File: config.mk
export PLATFORM = sky130hd
export DESIGN_NAME = msc_queue
export DESIGN_NICKNAME = d
export VERILOG_FILES = /design/src/design/assert_macros.svh /design/src/design/msc_pkg.sv /design/src/design/msc_queue.sv
export SDC_FILE = /design/constraint.sdc
export NUM_CORES = 1
export LEC_CHECK = 0
export BUFFER_PORTS_ARGS = -buffer_cell sky130_fd_sc_hd__buf_4
export CAP_MARGIN = 20
export CORE_MARGIN = 2
export CORE_UTILIZATION = 45
export CTS_CLUSTER_SIZE = 25
export DETAILED_ROUTE_END_ITERATION = 7
export PLACE_DENSITY = 0.75
export SLEW_MARGIN = 10
export SYNTH_ARGS = -nofsm -noshare
export SYNTH_HDL_FRONTEND = slang
export SYNTH_SLANG_ARGS = --single-unit
File: constraint.sdc
create_clock -name aclk -period 2.3 [get_ports aclk]
set_input_delay 0.115 -clock aclk [delete_from_list [all_inputs] [get_ports aclk]]
set_output_delay 0.115 -clock aclk [all_outputs]
set_load 0.02 [all_outputs]
File: src/design/assert_macros.svh
// Assertion macros shared by the classifier modules.
`ifndef ASSERT_MACROS_SVH
`define ASSERT_MACROS_SVH
// Condition that must hold at every clock edge outside reset.
`define MSC_ASSERT_ALWAYS(label, cond, msg) \
    label: assert property (@(posedge aclk) disable iff (!aresetn) (cond)) else $error(msg);
// Condition in one cycle implies a condition in the next.
`define MSC_ASSERT_NEXT(label, pre, post, msg) \
    label: assert property (@(posedge aclk) disable iff (!aresetn) (pre) |=> (post)) \
        else $error(msg);
`endif

File: src/design/msc_pkg.sv
// Shared types and constants of the masked signature classifier.
package msc_pkg;

    localparam logic [2:0] MODE_BEGIN       = 3'd0;
    localparam logic [2:0] MODE_HEADER      = 3'd1;
    localparam logic [2:0] MODE_NAME        = 3'd2;
    localparam logic [2:0] MODE_RULE_HEADER = 3'd3;
    localparam logic [2:0] MODE_RULE_BYTE   = 3'd4;
    localparam logic [2:0] MODE_RULE_STATUS = 3'd5;
    localparam logic [2:0] MODE_CLASSIFY    = 3'd6;

    localparam logic [1:0] CMD_DISABLE = 2'd0;
    localparam logic [1:0] CMD_ENABLE  = 2'd1;
    localparam logic [1:0] CMD_DELETE  = 2'd2;

    localparam logic [1:0] STATUS_OK         = 2'd0;
    localparam logic [1:0] STATUS_NO_MATCH   = 2'd1;
    localparam logic [1:0] STATUS_PATH_ERROR = 2'd2;
    localparam logic [1:0] STATUS_REJECT     = 2'd3;

    localparam logic [7:0] DOT_CHAR       = 8'h2E;
    localparam int         PATTERN_SLOTS  = 256;
    localparam int         FLAG_OPEN_BIN  = 1;
    localparam int         FLAG_CREDS     = 2;
    localparam int         QUEUE_DEPTH    = 4;
    localparam int         QUEUE_PTR_W    = 2;

    typedef struct packed {
        logic [2:0] mode;
        logic [3:0] entry;
        logic [7:0] position;
        logic [7:0] byte_value;
        logic [7:0] mask_value;
        logic       is_magic;
        logic       has_mask;
        logic [7:0] start_offset;
        logic [8:0] length;
        logic [3:0] action_flags;
        logic [1:0] command;
        logic       path_inaccessible;
    } item_t;

    typedef enum logic [2:0] {
        ST_CLEAR,
        ST_IDLE,
        ST_RULE,
        ST_READ,
        ST_CMP
    } state_t;

endpackage

File: src/design/msc_queue.sv
// Short item queue between the accepting front and the executing back end.
module msc_queue
    import msc_pkg::*;
(
    input  logic  aclk,
    input  logic  aresetn,
    input  logic  push,
    input  item_t push_item,
    output logic  full,
    input  logic  pop,
    output logic  not_empty,
    output item_t head_item
);

    item_t                  slot_reg [QUEUE_DEPTH];
    logic [QUEUE_PTR_W-1:0] wr_ptr_reg, wr_ptr_next;
    logic [QUEUE_PTR_W-1:0] rd_ptr_reg, rd_ptr_next;
    logic [QUEUE_PTR_W:0]   count_reg, count_next;

    assign full      = (count_reg == (QUEUE_PTR_W+1)'(QUEUE_DEPTH));
    assign not_empty = (count_reg != '0);
    assign head_item = slot_reg[rd_ptr_reg];

    always_comb begin
        wr_ptr_next = push ? wr_ptr_reg + 1'b1 : wr_ptr_reg;
        rd_ptr_next = pop ? rd_ptr_reg + 1'b1 : rd_ptr_reg;
        count_next  = count_reg;
        if (push && !pop) begin
            count_next = count_reg + 1'b1;
        end else if (pop && !push) begin
            count_next = count_reg - 1'b1;
        end
    end

    always_ff @(posedge aclk) begin
        if (!aresetn) begin
            wr_ptr_reg <= '0;
            rd_ptr_reg <= '0;
            count_reg  <= '0;
        end else begin
            wr_ptr_reg <= wr_ptr_next;
            rd_ptr_reg <= rd_ptr_next;
            count_reg  <= count_next;
        end
    end

    always_ff @(posedge aclk) begin
        if (push) begin
            slot_reg[wr_ptr_reg] <= push_item;
        end
    end

endmodule

* Word-level counts from Yosys, hierarchy flattened
Memory sizes are Yosys's and may differ from the RTL's. A register that Yosys moved wholly into a read port is not among the register bits.
Index checks and enable logic that the tools add are counted.
** Storage, ports and cells
- Flip-flop bits (word level) :: 7
- RAM bits :: 228
- Bits of input ports :: 61
- Output and inout bits :: 59
- Word-level logic and storage cells :: 21
- Memories :: 1
** Operators by class
- Add/sub/neg operators :: 4
- Equal/unequal tests :: 1
- Muxes and demuxes :: 6
- Reductions and logical operators :: 6
** Memory list
- slot_reg :: depth 4, bits a word 57, rd ports 1, clocked after Yosys merged registers in 1, wr ports 1, line msc_queue.sv:15 : item_t slot_reg [QUEUE_DEPTH];
** Operator list (count)
- 3-bit 2-to-1 mux :: 2
- 2-bit by 1-bit adder with 2-bit output, second input constant :: 2
- 2-bit 2-to-1 mux :: 2
- 3-bit by 1-bit adder with 3-bit output, second input constant :: 1
- 3-bit equality test, second input constant :: 1
- 3-bit nonzero test :: 1
- 3-bit by 1-bit subtractor with 3-bit output, second input constant :: 1
- 1-bit logical AND :: 2
- 1-bit logical NOT :: 2
- 1-bit 2-to-1 mux :: 2
- 2-bit nonzero test :: 1

* Longest topological paths before layout
- Depth in word-level cells :: 4
- Depth in mapped cells :: 7
- Depth with buffers taken out :: 7

* Least setup slack after synthesis
No wires, ideal clock.
- Kind :: reg-to-reg
- Start point :: register wr_ptr_reg[0]
- End point :: memory slot_reg[2][0] (netlist name), enable pin
- Arrival time :: 1.890 ns
- Required time :: 1.879 ns
- Slack :: -0.010 ns
- Stages on the path, launching flop included :: 4
- Buffers on the path :: 0
- Cell sequence :: dfxtp_1 > inv_1 > ha_1 > and2_1
** RTL lines
- from (decl) :: line msc_queue.sv:16 : logic [QUEUE_PTR_W-1:0] wr_ptr_reg, wr_ptr_next;
- from (signal assigned) :: line msc_queue.sv:41 : wr_ptr_reg <= wr_ptr_next;
- to (decl) :: line msc_queue.sv:15
No word-level cell before the write port.

==> flow_metrics.py <==
metrics = {
    "global_routing": {
        "grt_pass1_wl_um": 24760,
        "grt_pass1_vias": 4628,
        "overflow": 0,
        "grt_max_degree": 35,
        "antenna_found_initial": 1,
        "grt_use_total": 0.1604,
    },
    "cells_and_area": {
        "layout_commonest_cell": "edfxtp_1",
        "seq_area_um2": 7034,
        "fin_util": 0.5995,
        "layout.cells.most_common_list": "edfxtp_1 (228), buf_4 (120), dlygate4sd3_1 (60)",
        "multi_input_area_um2": 1545,
        "drive_gt1_frac": 0.3982,
        "fillers": 1335,
        "synthToLayoutAreaGrowth_pct": 30.28,
        "nets": 609,
        "largest_reg_flops": 228,
        "finalNonFillerCells": 816,
    },
    "critical_path": {
        "critPathKind": "reg2out",
        "critPathArrivalTime_ns": 1.96,
        "worstReg2RegStart": "wr_ptr_reg[0]$_SDFFE_PN0P_",
        "ff2ff_path_depth": 4,
        "crit_path_end_kind": "primary output",
        "worstPathRequired_ns": 2.18,
        "worst_setup_path_start_kind": "flip-flop",
        "path_max_fanout": 16,
    },
    "timing": {
        "fin_crit_ns": 2.075,
        "tightest_slew_ns": 0.4458,
        "slew_headroom": 0.7028,
        "max_freq_mhz": 482.0,
        "setup_tns_ns": 0,
        "drv_slew": 0,
        "fin_skew_ns": 0.009683,
        "fin_crit_sh": 0.9020,
        "setup_viol": 0,
        "hold_viol": 0,
        "rsz0062_at_grt": "false",
    },
    "yosys": {
        "synth.distinct_cells": 20,
        "ys_seq_area_frac": 0.8110,
        "syn-instance-count": 340,
        "yosys_warnings": 0,
        "netlist_area_um2": 8665,
        "ys_ff_latch": 237,
        "syn_area_per_cell_um2": 25.48,
        "synth_nets": 407,
    },
    "drt": {
        "wl_per_cell_um": 19.84,
        "drt-total-wl_um": 16190,
        "dr_total_vias": 4155,
        "vias_per_cell": 5.092,
        "ant_nets": 0,
        "dr.pass1.iters": 5,
        "drc": 0,
        "drt_iter0_markers": 246,
    },
    "power_and_ir_drop": {
        "p_sw_frac": 0.2189,
        "power_density_nw_per_um2": 866.4,
        "seqPwrFrac": 0.516,
        "p_int_uw": 7639,
        "leakagePower_uw": 0.003862,
        "p_comb_frac": 0.129,
        "ir_worst_vdd_v": 0.0005892,
        "netSwitchingPower_uw": 2141,
        "clkPwrFrac": 0.355,
    },
    "clocking": {
        "clockBufferDepth": 3,
        "clkSlewWorstSetupHoldPaths_ns": 0.06,
        "clkSinkCount": 237,
        "clk_latency_ns": 0.49,
        "root_buffer": "clkbuf_16",
        "htree_levels": 1,
        "cts_buffers": 23,
        "cts_tree": "yes",
    },
    "floorplan": {
        "start_util": 0.4601,
        "core_um2": 18830,
        "row_count": 50,
        "die-area_um2": 20380,
        "die_x_um": 142.8,
        "io_pins": 120,
        "die_h_um": 142.8,
    },
    "min_path": {
        "min_from": "push_item[44]",
        "hold_depth": 2,
        "hold_class": "in2reg",
    },
    "placed_design": {
        "dp.cells": 716,
        "gp_congestion": 0.6696,
        "hpwl_um": 9564,
        "port_buffers": 119,
    },
    "run": {
        "maxCapViolations": 0,
    },
    "run_status": {
        "outcome": "complete, no violations",
    },
}
## power groups by stage
stage | clock network, uW | registers [uW] | logic, uW
after floorplan | 0 | 5090 | 693
final | 3480 | 5040 | 1260
after detailed placement | 0 | 5150 | 1180
after global placement | 0 | 5130 | 1150
after global routing | 3730 | 5060 | 1350
after CTS | 3570 | 5050 | 1280
## what timing repair did
item	4_1_cts	5_1_grt
setup buffers	1	0
gates resized for setup	0	0
endpoints found under the hold margin	237	0
hold buffers	60	0
endpoints found under the setup margin	1	0
## Yosys cell counts
cell type | instances | area (um^2)
dfxtp_1 | 9 | 180.2
nor3b_1 | 1 | 7.510
buf_4 | 2 | 15.01
inv_1 | 4 | 15.01
buf_2 | 4 | 20.02
xnor2_1 | 2 | 17.52
or3_1 | 2 | 12.51
mux4_2 | 57 | 1284
ha_1 | 5 | 62.56
mux2i_1 | 2 | 20.02
a21boi_0 | 1 | 7.510
clkbuf_1 | 2 | 7.510
nor2b_1 | 2 | 12.51
edfxtp_1 | 228 | 6847
o21ai_0 | 1 | 5.000
nand2_1 | 1 | 3.750
fa_1 | 1 | 20.02
xor2_1 | 3 | 26.28
buf_6 | 4 | 45.04
and2_1 | 9 | 56.30
## layout make-up
cell class	instances	area share
clock inverters	10	0.008424
flip-flops and latches	237	0.6231
inverters	4	0.001330
diodes	1	0.0002217
clock buffers	28	0.05265
repair buffers	189	0.1485
well taps	260	0.02882
multi-input cells	87	0.1369
## routing by layer
| metal | share of wire | vias to the layer above | track usage |
|---|---|---|---|
| met2 | 0.51 | 112 | 0.2816 |
| li1 | - | 1845 | - |
| met5 | 0 | - | 0 |
| met3 | 0.050 | 26 | 0.03454 |
| met1 | 0.42 | 2172 | 0.2063 |
| met4 | 0.016 | 0 | 0.03804 |
## per-stage QoR
stage          instance area [um^2]  power (uW)  setup WS (ns)  hold WS, ns
3_3_place_gp                   9981        6284         0.5388       0.3130
2_1_floorplan                  8667        5782       0.008383       0.2139
5_1_grt                       11290       10140         0.1358       0.3591
4_1_cts                       11290        9897         0.1482       0.3465
3_5_place_dp                   9981        6328         0.5103       0.3168
6_report                      11290        9780         0.2254       0.3640
## cell families after synthesis
kind of cell / count (synthesis) / share of synthesized area
buf+inv: 16 / 0.01184
flops: 237 / 0.8110
simple gates: 15 / 0.01068
mux: 59 / 0.1505
fa+ha+maj: 6 / 0.009531
xor+xnor: 5 / 0.005055
compound gates: 2 / 0.001444
## path summary, 6_finish.rpt
| check | to | slack [ns] |
|---|---|---|
| setup / recovery | head_item[24] | 0.23 |
| hold / removal | slot_reg[1][44]$_DFFE_PP_ | 0.36 |
| setup reg to reg | slot_reg[2][11]$_DFFE_PP_ | 0.62 |
| hold reg to reg | count_reg[2]$_SDFFE_PN0P_ | 0.55 |
## critical path, cell delays in order, from the launching register on
cell and delay, ns:
dfxtp_4 0.53, buf_12 0.23, mux4_2 0.54, buf_4 0.18
Note: power is estimated with default switching activity, not from simulation.
